<file path="src/rtl/srkms_pkg.sv">
`default_nettype none
package srkms_pkg;

  localparam int unsigned RowLevelsWidth = 10;
  localparam int unsigned ColumnIdxWidth = 5;
  localparam int unsigned ColumnCntWidth = 6;
  localparam int unsigned HalfWidth      = 16;
  localparam int unsigned DelayWidth     = 17;
  localparam int unsigned CfgIdxWidth    = 2;
  localparam int unsigned CfgDataWidth   = 16;
  localparam int unsigned InTdataWidth   = 16;
  localparam int unsigned OutTdataWidth  = 24;

  typedef enum logic [CfgIdxWidth-1:0] {
    CFG_SCAN_ENABLE  = 2'd0,
    CFG_COLUMN_COUNT = 2'd1,
    CFG_HALF_PERIOD  = 2'd2,
    CFG_UNUSED       = 2'd3
  } cfg_idx_t;

  typedef enum logic [7:0] {
    PH_IDLE    = 8'b0000_0001,
    PH_DATA    = 8'b0000_0010,
    PH_CLKHI   = 8'b0000_0100,
    PH_LATCH   = 8'b0000_1000,
    PH_RELEASE = 8'b0001_0000,
    PH_PRECLR  = 8'b0010_0000,
    PH_CLRLO   = 8'b0100_0000,
    PH_CLRHI   = 8'b1000_0000
  } phase_t;

  typedef struct packed {
    logic                      scan_enable;
    logic [ColumnCntWidth-1:0] column_count;
    logic [HalfWidth-1:0]      half_period_ticks;
  } cfg_t;

  typedef struct packed {
    logic                      data_pin;
    logic                      clock_pin;
    logic                      latch_pin;
    logic                      clear_pin;
    logic                      column_valid;
    logic [ColumnIdxWidth-1:0] column_index;
    logic [RowLevelsWidth-1:0] row_bits;
    logic                      last_column;
  } result_t;

endpackage
`default_nettype wire

</file>
<file path="src/rtl/srkms_cfg.sv">
`default_nettype none
module srkms_cfg (
  input  wire logic                                 clk,
  input  wire logic                                 rst,
  input  wire logic                                 wr_en,
  input  wire logic [srkms_pkg::CfgIdxWidth-1:0]    wr_index,
  input  wire logic [srkms_pkg::CfgDataWidth-1:0]   wr_data,
  output srkms_pkg::cfg_t                           cfg
);
  import srkms_pkg::*;

  always_ff @(posedge clk) begin
    if (rst) begin
      cfg.scan_enable       <= 1'b1;
      cfg.column_count      <= ColumnCntWidth'(24);
      cfg.half_period_ticks <= HalfWidth'(20);
    end else if (wr_en) begin
      case (cfg_idx_t'(wr_index))
        CFG_SCAN_ENABLE:  cfg.scan_enable       <= wr_data[0];
        CFG_COLUMN_COUNT: cfg.column_count      <= wr_data[ColumnCntWidth-1:0];
        CFG_HALF_PERIOD:  cfg.half_period_ticks <= wr_data[HalfWidth-1:0];
        default: ;
      endcase
    end
  end

endmodule
`default_nettype wire

</file>
<file path="src/rtl/srkms_core.sv">
`default_nettype none
module srkms_core #(
  parameter int unsigned ROWS        = 10,
  parameter int unsigned MAX_COLUMNS = 32
) (
  input  wire logic                                   clk,
  input  wire logic                                   rst,
  input  wire logic                                   advance,
  input  wire logic [srkms_pkg::RowLevelsWidth-1:0]   row_levels,
  input  srkms_pkg::cfg_t                             cfg,
  output srkms_pkg::result_t                          result
);
  import srkms_pkg::*;

  localparam logic [ColumnCntWidth-1:0] MaxCols = ColumnCntWidth'(MAX_COLUMNS);
  localparam logic [RowLevelsWidth-1:0] RowMask = RowLevelsWidth'((1 << ROWS) - 1);

  phase_t                    phase, phase_next;
  logic [ColumnIdxWidth-1:0] column_counter, column_counter_next;
  logic [ColumnIdxWidth-1:0] bit_counter, bit_counter_next;
  logic [DelayWidth-1:0]     delay_counter, delay_counter_next;
  logic                      data_pin, data_pin_next;
  logic                      clock_pin, clock_pin_next;
  logic                      latch_pin, latch_pin_next;
  logic                      clear_pin, clear_pin_next;

  logic [ColumnCntWidth-1:0] count_eff;
  logic [ColumnIdxWidth-1:0] last_idx;
  logic [DelayWidth-1:0]     half;
  logic [DelayWidth-1:0]     twice_half;
  logic [DelayWidth-1:0]     delay_dec;
  logic [ColumnIdxWidth-1:0] bit_dec;
  logic [ColumnIdxWidth-1:0] column_wrap;
  logic                      at_last;

  assign count_eff  = (cfg.column_count == '0) ? ColumnCntWidth'(1) :
                      (cfg.column_count > MaxCols) ? MaxCols : cfg.column_count;
  assign last_idx   = ColumnIdxWidth'(count_eff - ColumnCntWidth'(1));
  assign half       = (cfg.half_period_ticks == '0) ? DelayWidth'(1) :
                      {1'b0, cfg.half_period_ticks};
  assign twice_half = {half[DelayWidth-2:0], 1'b0};
  assign delay_dec  = (delay_counter != '0) ? delay_counter - DelayWidth'(1) : delay_counter;
  assign bit_dec    = bit_counter - ColumnIdxWidth'(1);
  assign at_last    = column_counter >= last_idx;
  assign column_wrap = at_last ? '0 : column_counter + ColumnIdxWidth'(1);

  always_comb begin
    phase_next          = phase;
    column_counter_next = column_counter;
    bit_counter_next    = bit_counter;
    delay_counter_next  = delay_counter;
    data_pin_next       = data_pin;
    clock_pin_next      = clock_pin;
    latch_pin_next      = latch_pin;
    clear_pin_next      = clear_pin;
    result              = '0;

    if (!cfg.scan_enable) begin
      phase_next          = PH_IDLE;
      column_counter_next = '0;
      bit_counter_next    = '0;
      delay_counter_next  = '0;
      data_pin_next       = 1'b0;
      clock_pin_next      = 1'b0;
      latch_pin_next      = 1'b1;
      clear_pin_next      = 1'b1;
    end else if (phase == PH_IDLE) begin
      column_counter_next = '0;
      bit_counter_next    = last_idx;
      data_pin_next       = (last_idx == '0);
      delay_counter_next  = half;
      phase_next          = PH_DATA;
    end else begin
      delay_counter_next = delay_dec;
      if (delay_dec == '0) begin
        case (phase)
          PH_DATA: begin
            clock_pin_next     = 1'b1;
            delay_counter_next = half;
            phase_next         = PH_CLKHI;
          end
          PH_CLKHI: begin
            clock_pin_next = 1'b0;
            if (bit_counter != '0) begin
              bit_counter_next   = bit_dec;
              data_pin_next      = (column_counter == bit_dec);
              delay_counter_next = half;
              phase_next         = PH_DATA;
            end else begin
              latch_pin_next     = 1'b1;
              delay_counter_next = twice_half;
              phase_next         = PH_LATCH;
            end
          end
          PH_LATCH: begin
            result.column_valid = 1'b1;
            result.column_index = column_counter;
            result.row_bits     = row_levels & RowMask;
            result.last_column  = at_last;
            latch_pin_next      = 1'b0;
            delay_counter_next  = twice_half;
            phase_next          = PH_RELEASE;
          end
          PH_RELEASE: begin
            delay_counter_next = half;
            phase_next         = PH_PRECLR;
          end
          PH_PRECLR: begin
            clear_pin_next     = 1'b0;
            delay_counter_next = half;
            phase_next         = PH_CLRLO;
          end
          PH_CLRLO: begin
            clear_pin_next     = 1'b1;
            delay_counter_next = half;
            phase_next         = PH_CLRHI;
          end
          PH_CLRHI: begin
            column_counter_next = column_wrap;
            bit_counter_next    = last_idx;
            data_pin_next       = (column_wrap == last_idx);
            delay_counter_next  = half;
            phase_next          = PH_DATA;
          end
          default: begin
            phase_next          = PH_IDLE;
            column_counter_next = '0;
            bit_counter_next    = '0;
            delay_counter_next  = '0;
            data_pin_next       = 1'b0;
            clock_pin_next      = 1'b0;
            latch_pin_next      = 1'b1;
            clear_pin_next      = 1'b1;
          end
        endcase
      end
    end

    result.data_pin  = data_pin_next;
    result.clock_pin = clock_pin_next;
    result.latch_pin = latch_pin_next;
    result.clear_pin = clear_pin_next;
  end

  always_ff @(posedge clk) begin
    if (rst) begin
      phase          <= PH_IDLE;
      column_counter <= '0;
      bit_counter    <= '0;
      delay_counter  <= '0;
      data_pin       <= 1'b0;
      clock_pin      <= 1'b0;
      latch_pin      <= 1'b1;
      clear_pin      <= 1'b1;
    end else if (advance) begin
      phase          <= phase_next;
      column_counter <= column_counter_next;
      bit_counter    <= bit_counter_next;
      delay_counter  <= delay_counter_next;
      data_pin       <= data_pin_next;
      clock_pin      <= clock_pin_next;
      latch_pin      <= latch_pin_next;
      clear_pin      <= clear_pin_next;
    end
  end

  a_sample_drops_latch: assert property (@(posedge clk) disable iff (rst)
    result.column_valid |-> (!result.latch_pin && phase == PH_LATCH))
    else $error("rows sampled outside the latch phase");

  a_idle_pins: assert property (@(posedge clk) disable iff (rst)
    (phase == PH_IDLE) |-> (!data_pin && !clock_pin && latch_pin && clear_pin))
    else $error("pins not at rest while idle");

  a_busy_delay: assert property (@(posedge clk) disable iff (rst)
    (phase != PH_IDLE) |-> (delay_counter != '0))
    else $error("delay counter empty while scanning");

  a_disable_idles: assert property (@(posedge clk) disable iff (rst)
    (advance && !cfg.scan_enable) |=> (phase == PH_IDLE && column_counter == '0))
    else $error("disable did not return the sequencer to idle");

endmodule
`default_nettype wire

</file>
<file path="src/rtl/srkms_out_reg.sv">
`default_nettype none
module srkms_out_reg (
  input  wire logic            clk,
  input  wire logic            rst,
  input  wire logic            in_valid,
  output logic                 in_ready,
  input  srkms_pkg::result_t   in_result,
  output logic                 out_valid,
  input  wire logic            out_ready,
  output srkms_pkg::result_t   out_result
);
  import srkms_pkg::*;

  assign in_ready = !out_valid || out_ready;

  always_ff @(posedge clk) begin
    if (rst) begin
      out_valid <= 1'b0;
    end else if (in_ready) begin
      out_valid <= in_valid;
    end
  end

  always_ff @(posedge clk) begin
    if (in_valid && in_ready) begin
      out_result <= in_result;
    end
  end

endmodule
`default_nettype wire

</file>
<file path="src/rtl/shift_register_key_matrix_scanner.sv">
`default_nettype none
// Key matrix scanner for a column drive through an external serial shift register. Each input
// item is one time tick carrying the row pin levels; each accepted item yields exactly one result
// item with the data, clock, latch and active-low clear pin levels after that tick, plus, on the
// tick the rows are sampled, the column index, its masked row bits and a last-column flag. An item
// is taken every clock cycle and its result appears in the next cycle from the output register;
// the input side stalls only while that register holds a result not yet taken. Configuration
// writes are accepted at any time and take effect on the next item.
module shift_register_key_matrix_scanner #(
  parameter int unsigned ROWS        = 10,
  parameter int unsigned MAX_COLUMNS = 32
) (
  input  wire logic                                  clk,
  input  wire logic                                  rst,
  input  wire logic                                  s_axis_tvalid,
  output logic                                       s_axis_tready,
  // row_levels[9:0], zero pad
  input  wire logic [srkms_pkg::InTdataWidth-1:0]    s_axis_tdata,
  output logic                                       m_axis_tvalid,
  input  wire logic                                  m_axis_tready,
  // data_pin, clock_pin, latch_pin, clear_pin, column_index[4:0], row_bits[9:0], zero pad
  output logic [srkms_pkg::OutTdataWidth-1:0]        m_axis_tdata,
  // column_valid
  output logic                                       m_axis_tuser,
  // last_column
  output logic                                       m_axis_tlast,
  input  wire logic                                  cfg_valid,
  output logic                                       cfg_ready,
  input  wire logic [srkms_pkg::CfgIdxWidth-1:0]     cfg_index,
  input  wire logic [srkms_pkg::CfgDataWidth-1:0]    cfg_data
);
  import srkms_pkg::*;

  cfg_t    cfg;
  result_t step_result;
  result_t held_result;
  logic    advance;

  assign cfg_ready = 1'b1;
  assign advance   = s_axis_tvalid && s_axis_tready;

  srkms_cfg u_cfg (
    .clk      (clk),
    .rst      (rst),
    .wr_en    (cfg_valid && cfg_ready),
    .wr_index (cfg_index),
    .wr_data  (cfg_data),
    .cfg      (cfg)
  );

  srkms_core #(
    .ROWS        (ROWS),
    .MAX_COLUMNS (MAX_COLUMNS)
  ) u_core (
    .clk        (clk),
    .rst        (rst),
    .advance    (advance),
    .row_levels (s_axis_tdata[RowLevelsWidth-1:0]),
    .cfg        (cfg),
    .result     (step_result)
  );

  srkms_out_reg u_out_reg (
    .clk        (clk),
    .rst        (rst),
    .in_valid   (s_axis_tvalid),
    .in_ready   (s_axis_tready),
    .in_result  (step_result),
    .out_valid  (m_axis_tvalid),
    .out_ready  (m_axis_tready),
    .out_result (held_result)
  );

  assign m_axis_tdata = {5'b0, held_result.row_bits, held_result.column_index,
                         held_result.clear_pin, held_result.latch_pin,
                         held_result.clock_pin, held_result.data_pin};
  assign m_axis_tuser = held_result.column_valid;
  assign m_axis_tlast = held_result.last_column;

endmodule
`default_nettype wire

</file>
<file path="config.mk">
export PLATFORM = sky130hd
export DESIGN_NAME = shift_register_key_matrix_scanner
export DESIGN_NICKNAME = d
export VERILOG_FILES = /design/src/rtl/srkms_pkg.sv /design/src/rtl/srkms_cfg.sv /design/src/rtl/srkms_core.sv /design/src/rtl/srkms_out_reg.sv /design/src/rtl/shift_register_key_matrix_scanner.sv
export SDC_FILE = /design/constraint.sdc
export NUM_CORES = 1
export LEC_CHECK = 0
export BUFFER_PORTS_ARGS = -buffer_cell sky130_fd_sc_hd__buf_2
export CAP_MARGIN = 20
export CORE_ASPECT_RATIO = 1.1
export CORE_MARGIN = 4
export CORE_UTILIZATION = 40
export DETAILED_ROUTE_END_ITERATION = 10
export PLACE_DENSITY = 0.65
export SLEW_MARGIN = 25
export SYNTH_ARGS = -nofsm -noshare
export SYNTH_HDL_FRONTEND = slang
export SYNTH_SLANG_ARGS = --single-unit
</file>
<file path="constraint.sdc">
create_clock -name clk -period 3.9 [get_ports clk]
set_input_delay 0.585 -clock clk [delete_from_list [all_inputs] [get_ports clk]]
set_output_delay 0.585 -clock clk [all_outputs]
set_load 0.01 [all_outputs]
</file>
# Word level (Yosys, flattened, before mapping)
# Cells that the tools add are included.
[totals] reg_bits=84 in_bits=39
[classes] bitwise_logic=3 reduce_logical=23 eq_ne=16 n_lt_le_gt_ge=2 muxes=43 add_sub_neg=4
[ops] cell="$mux W17" n=6
[ops] cell="$pmux W8 S7" n=1
[ops] cell="$pmux W17 S3" n=1
[ops] cell="$mux W5" n=10
[ops] cell="$mux W8" n=3
[ops] cell="$reduce_or A5 Y1" n=4
[ops] cell="$logic_not A17 Y1" n=1
[ops] cell="$reduce_bool A17 Y1" n=1
[ops] cell="$sub A17 B1 Y17 const B" n=1
[ops] cell="$logic_not A16 Y1" n=1
[ops] cell="$mux W16" n=1
[ops] cell="$pmux W5 S3" n=1
[ops] cell="$mux W1" n=14
[ops] cell="$eq A5 B5 Y1" n=2
[ops] cell="$pmux W5 S2" n=1
[ops] cell="$sub A5 B1 Y5 const B" n=2
[ops] cell="$eq A8 B1 Y1 const B" n=1
[ops] cell="$eq A8 B2 Y1 const B" n=1
[ops] cell="$eq A8 B3 Y1 const B" n=1
[ops] cell="$eq A8 B4 Y1 const B" n=1
[ops] cell="$eq A8 B5 Y1 const B" n=1
[ops] cell="$eq A8 B6 Y1 const B" n=1
[ops] cell="$eq A8 B7 Y1 const B" n=1
[ops] cell="$eq A8 B8 Y1 const B" n=1
[ops] cell="other kinds (25)" n=33

# Depth between registers and ports, before layout
[depth] word_depth=11 mapped_depth=13 depth_no_buf=12

# Modules after synthesis
# From an unflattened synthesis, not the netlist that was laid out.
[hier_totals] hier_cells=656 area_unflattened_um2=5499.0
[modules_own_cells] mod="srkms_core" cells_per_inst=524 instances=1 seq_area_each_um2=780.7 area_each_um2=3762.4
[modules_own_cells] mod="srkms_cfg" cells_per_inst=97 instances=1 seq_area_each_um2=460.4 area_each_um2=992.2
[modules_own_cells] mod="srkms_out_reg" cells_per_inst=26 instances=1 seq_area_each_um2=650.6 area_each_um2=685.7
[modules_own_cells] mod="shift_register_key_matrix_scanner" cells_per_inst=9 instances=1 seq_area_each_um2=0.0 area_each_um2=58.8

# Worst setup path after synthesis
# No wires, ideal clock.
[synth_timing] path_kind="register to register" start="reg u_core.delay_counter[6]" end="reg u_out_reg.out_result[14] (netlist name) (data pin)" slack_ns=0.258 synth_period_minus_slack_ns=3.642 stages_incl_launch_ff=13 t_arrival_ns=3.510 path_cell_list="dfxtp_1 buf_6 or4_4 buf_6 or4_4 nor4_1 mux2_2 or4_4 nor3_1 and3_1 buf_4 buf_6 and2_1"
[synth_between] elab_chain_cells=5
[synth_rtl] item="start: declaration" line="srkms_core.sv:21" text="logic [DelayWidth-1:0] delay_counter, delay_counter_next;"
[synth_rtl] item="start signal: assignment" line="srkms_core.sv:159" text="delay_counter <= delay_counter_next;"
[synth_rtl] item="$sub A17 B1 Y17 or $reduce_bool A17 Y1 (tied branches)" line="srkms_core.sv:42" text="assign delay_dec = (delay_counter != '0) ? delay_counter - DelayWidth'(1) : delay_counter;"
[synth_rtl] item="$mux W17 *" line="srkms_core.sv:42"
[synth_rtl] item="$logic_not A17 Y1 *" line="srkms_core.sv:75" text="if (delay_dec == '0) begin"
[synth_rtl] item="$not A1 Y1 (no source line) *"
[synth_rtl] item="$reduce_or A4 Y1 (no source line) *"
[synth_rtl] item="end signal: assignment" line="srkms_out_reg.sv:26" text="out_result <= in_result;"
[synth_rtl] item="end: declaration" line="srkms_out_reg.sv:10" text="output srkms_pkg::result_t out_result"
# Mark *: on every way between the ends. The rest lies on a longest branch, timed or not.
# A chain may end at the register's enable or synchronous reset.

# Final worst setup path
[layout_timing] start="reg u_core.delay_counter[0]" end="reg u_core.clear_pin"
[layout_between] elab_chain_cells=6
[layout_rtl] item="$sub A17 B1 Y17 or $reduce_bool A17 Y1 (tied branches)" line="srkms_core.sv:42"
[layout_rtl] item="$mux W17 *" line="srkms_core.sv:42"
[layout_rtl] item="$logic_not A17 Y1 *" line="srkms_core.sv:75"
[layout_rtl] item="$mux W1 *" line="srkms_core.sv:75"
[layout_rtl] item="$mux W1 *" line="srkms_core.sv:67" text="end else if (phase == PH_IDLE) begin"
[layout_rtl] item="$mux W1 *" line="srkms_core.sv:58" text="if (!cfg.scan_enable) begin"
[layout_rtl] item="end signal: assignment" line="srkms_core.sv:163" text="clear_pin <= clear_pin_next;"
[layout_rtl] item="end: declaration" line="srkms_core.sv:25" text="logic clear_pin, clear_pin_next;"
# Marks and branches as above.

==> metrics.md <==
| Metric | Value |
|---|---|
| Status | `complete, no violations` |
| CP max-delay cell | `or4_1` |
| Met3 wire len | `between 800 and 900 um` |
| Largest cells by area after synthesis | `dfxtp_1, edfxtp_1, nand2_1` |
| Post-synthesis adder-cell area fraction | `under 10%` |
| CTS sink count | `84` |
| Sequential share of the synthesized area | `roughly 36%` |
| Pre-CTS WS | `~0.17 ns` |
| # nets final | `between 700 and 800` |
| Area share of the largest cell type after synthesis | `between 20% and 30%` |
| Largest family of logic cells by synthesized area | `simple AND/OR/NAND/NOR gates` |
| CP required | `about 4.1 ns` |
| Minimum clock period | `about 3.8 ns` |
| Number of global-route vias before repair | `4739` |
| Post-Syn Area | `roughly 5200 um2` |
| RSZ-0062 raised after global routing | `no` |
| Hold path cells | `2` |
| Number of synthesized flops with an enable pin | `21` |
| H-tree depth | `3` |
| Rel. slew slack | `between 30% and 40%` |
| Clock buffer depth | `2` |
| Core area | `around 13000 um2` |
| First-pass iteration count of the detailed router | `5` |
| Post-synth ARST share | `0%` |
| GP Congestion | `0.954` |
| Top Metal Used | `met4` |
| Final setup vio count | `0` |
| Most frequent cells in the layout | `nand2_1, dfxtp_1, nor2_1, buf_2, a21oi_1` |
| Initial Utilization | `between 40% and 50%` |
| Met1 WL | `between 6000 and 7000 um` |
| Synth cell types | `65` |
| Fin. max-slew vios | `0` |
| Via/cell ratio | `between 5 and 6` |
| Final instance area | `roughly 6000 um2` |
| Worst setup SP type | `flop` |
| Die Ht | `between 100 and 150 um` |
| Synth Area in Compound Gates | `between 20% and 30%` |
| Synth Flop Type | `dfxtp_1` |
| Maximum VDD drop | `~0.16 mV` |
| Period utilization | `96.8%` |
| Die X | `around 120 um` |
| Layout cells sized above 1 | `between 10% and 20%` |
| Commonest non-fill, non-tap cell in the layout | `nand2_1` |
| Postcts setup bufs | `0` |
| # hold bufs at CTS | `0` |
| Antenna cells | `0` |
| DRT antenna net count | `0` |
| R2R Path Start | `u_core.delay_counter[0]$_SDFFE_PP0P_` |
| CTS root buf | `clkbuf_16` |
| Post-Synth XOR/XNOR Area | `approximately 3.9%` |
| # rows | `43` |
| Leakage | `~0.0023 uW` |
| Worst hold path type | `flop to flop` |
| Die outline area | `approximately 15000 um2` |
| Worst-path clk slew | `0.07 ns` |
| Clk_lat worst skew | `approximately 0.34 ns` |
| Max Fclk | `approximately 260 MHz` |
| TNS Setup | `0 ns` |
| DRC viols | `0` |
| Post-Syn Area per Cell | `7.96 um2` |
| Top cell type by total area after synthesis | `dfxtp_1` |
| Placed Area | `~5700 um2` |
| Drt wl/cell | `about 17 um` |
| Crit. End Element | `flop` |
| R2R cell count | `11` |
| Max-cap violation count | `0` |
| # IOs | `~70` |
| First-pass GRT wire length | `23600 um` |
| Final wirelength | `14700 um` |
| Slowest stage delay, CP | `approximately 0.60 ns` |
| Num CTS Buffers | `9` |
| Initial antenna violation count | `0` |
| Yosys reg bits | `84` |
| Worst Tran Pin Value | `about 0.96 ns` |
| Cells after Synth | `656` |
| Worst hold endpoint | `u_cfg.cfg[0]$_SDFFE_PP0P_` |
| Wire length on met2 | `6930 um` |
| Power per cell area | `~500 nW/um2` |
| Grt total ovfl | `0` |
| Clk_skew | `between 0.007 and 0.008 ns` |
| Area growth syn-to-layout | `15.0%` |
| CP arrival | `between 4 and 5 ns` |
| Kind of critical path | `flop to flop` |
| Critical-path cell list | `inv_1, ha_1, or3b_2, or4_4, o31ai_1, buf_4, and3_1, and4bb_2, nand3_1, or4_1, o311a_1` |
| Resized cells post-CTS | `0` |
| Hold Vio Cnt, Final | `0` |
| Crit path max fanout | `8` |
| Vias | `5061` |
| DP Wirelength | `10600 um` |
| PortBufs | `55` |
| Mux cell area share after synthesis | `just under 2%` |
| Min-Delay Startpoint | `u_cfg.cfg[0]$_SDFFE_PP0P_` |
| R2R Setup Slk | `0.12 ns` |
| Synth Area in Simple Gates | `between 20% and 30%` |
| FF-to-FF End | `u_core.clear_pin$_SDFFE_PP1P_` |
| DRT iter0 DRCs | `between 300 and 400` |
| Setup ws final | `around 0.12 ns` |
| CP Launch Point | `u_core.delay_counter[0]$_SDFFE_PP0P_` |
| CTS tree | `yes` |
| Largest net degree at the start of global routing | `40` |
| YS warnings | `0` |
| GRT Overall Usage | `around a fifth` |
## area by class of cell
cell class / instances / area, um2
multi-input cells: 509 / 3050
well taps: 157 / 196
clock inverters: 7 / 81.3
flip-flops and latches: 84 / 1890
repair buffers: 79 / 480
inverters: 19 / 71.3
clock buffers: 9 / 225
fillers: 1260 / 6700
## state kept, by name, indices dropped and copies added (netlist names)
signal                 count
u_core.clock_pin           1
u_core.phase               8
u_core.column_counter      5
u_out_reg.out_result      21
u_core.latch_pin           1
u_core.delay_counter      17
u_out_reg.out_valid        1
u_core.clear_pin           1
u_core.data_pin            1
u_cfg.cfg                 23
u_core.bit_counter         5
## worst max-delay path, delay by kind of cell (launching register included)
family | cells | cell delay, ns
adders and majority gates | 1 | 0.23
AOI/OAI and AO/OA | 2 | 0.48
and+or+nand+nor | 6 | 2.33
buffers and inverters | 2 | 0.25
DFF | 1 | 0.36
## cells in the mapped netlist (all sizes together), types with 6 or more instances
library cell / instances
nand2: 85
dfxtp: 63
nor2: 62
a21oi: 50
o21ai: 37
clkbuf: 35
nand3: 22
nor3: 22
edfxtp: 21
inv: 18
and2: 17
a22o: 15
a211oi: 14
nor4: 14
xor2: 14
buf: 13
or4: 12
o211ai: 11
o31ai: 10
mux2i: 9
xnor2: 9
nand4: 7
o22ai: 7
or2: 7
ha: 6
nor2b: 6
## cell families after synthesis
kind of cell,count (synthesis)
xor gates and xnor gates,23
AOI/OAI and AO/OA,183
muxes,10
adders and majority gates,6
and+or+nand+nor,281
buffers and inverters,67
DFF,84
other,2
## metrics by stage
step                std cells  hold WS [ns]  power (uW)  util, %
finish                    864         0.454        3020     47.3
global route              864         0.480        3190     47.3
CTS                       864         0.457        3010     47.2
detailed placement        848         0.448        2120     44.7
global placement          848         0.448        2100     44.7
floorplan                 660         0.426        1810        -
## worst max path at each step
stage                                                         to  slack [ns]  cells past startpoint
after floorplan           u_out_reg.out_result[14]$_SDFFCE_PP0P_        0.26                     12
after global placement        u_out_reg.out_result[18]$_DFFE_PP_        0.22                     10
after detailed placement  u_out_reg.out_result[11]$_SDFFCE_PP0P_        0.17                     11
after CTS                 u_out_reg.out_result[11]$_SDFFCE_PP0P_        0.14                     11
after global routing          u_out_reg.out_result[18]$_DFFE_PP_       0.007                     10
final                              u_core.clear_pin$_SDFFE_PP1P_        0.12                     11
## per-layer routing
layer | global-route usage (%) | vias up
met3 | 2.88 | 13
li1 | - | 2485
met5 | 0 | -
met4 | 5.47 | 0
met1 | 27.2 | 2371
met2 | 31.7 | 192
## power by group
| part | switching [uW] | leakage, uW | internal, uW |
|---|---|---|---|
| Combinational | 667 | 0.00145 | 445 |
| Clock | 386 | 0.000149 | 508 |
| Sequential | 67.1 | 0.000718 | 949 |
| Total | 1120 | 0.00232 | 1900 |
(Power assumes the default switching activity.)
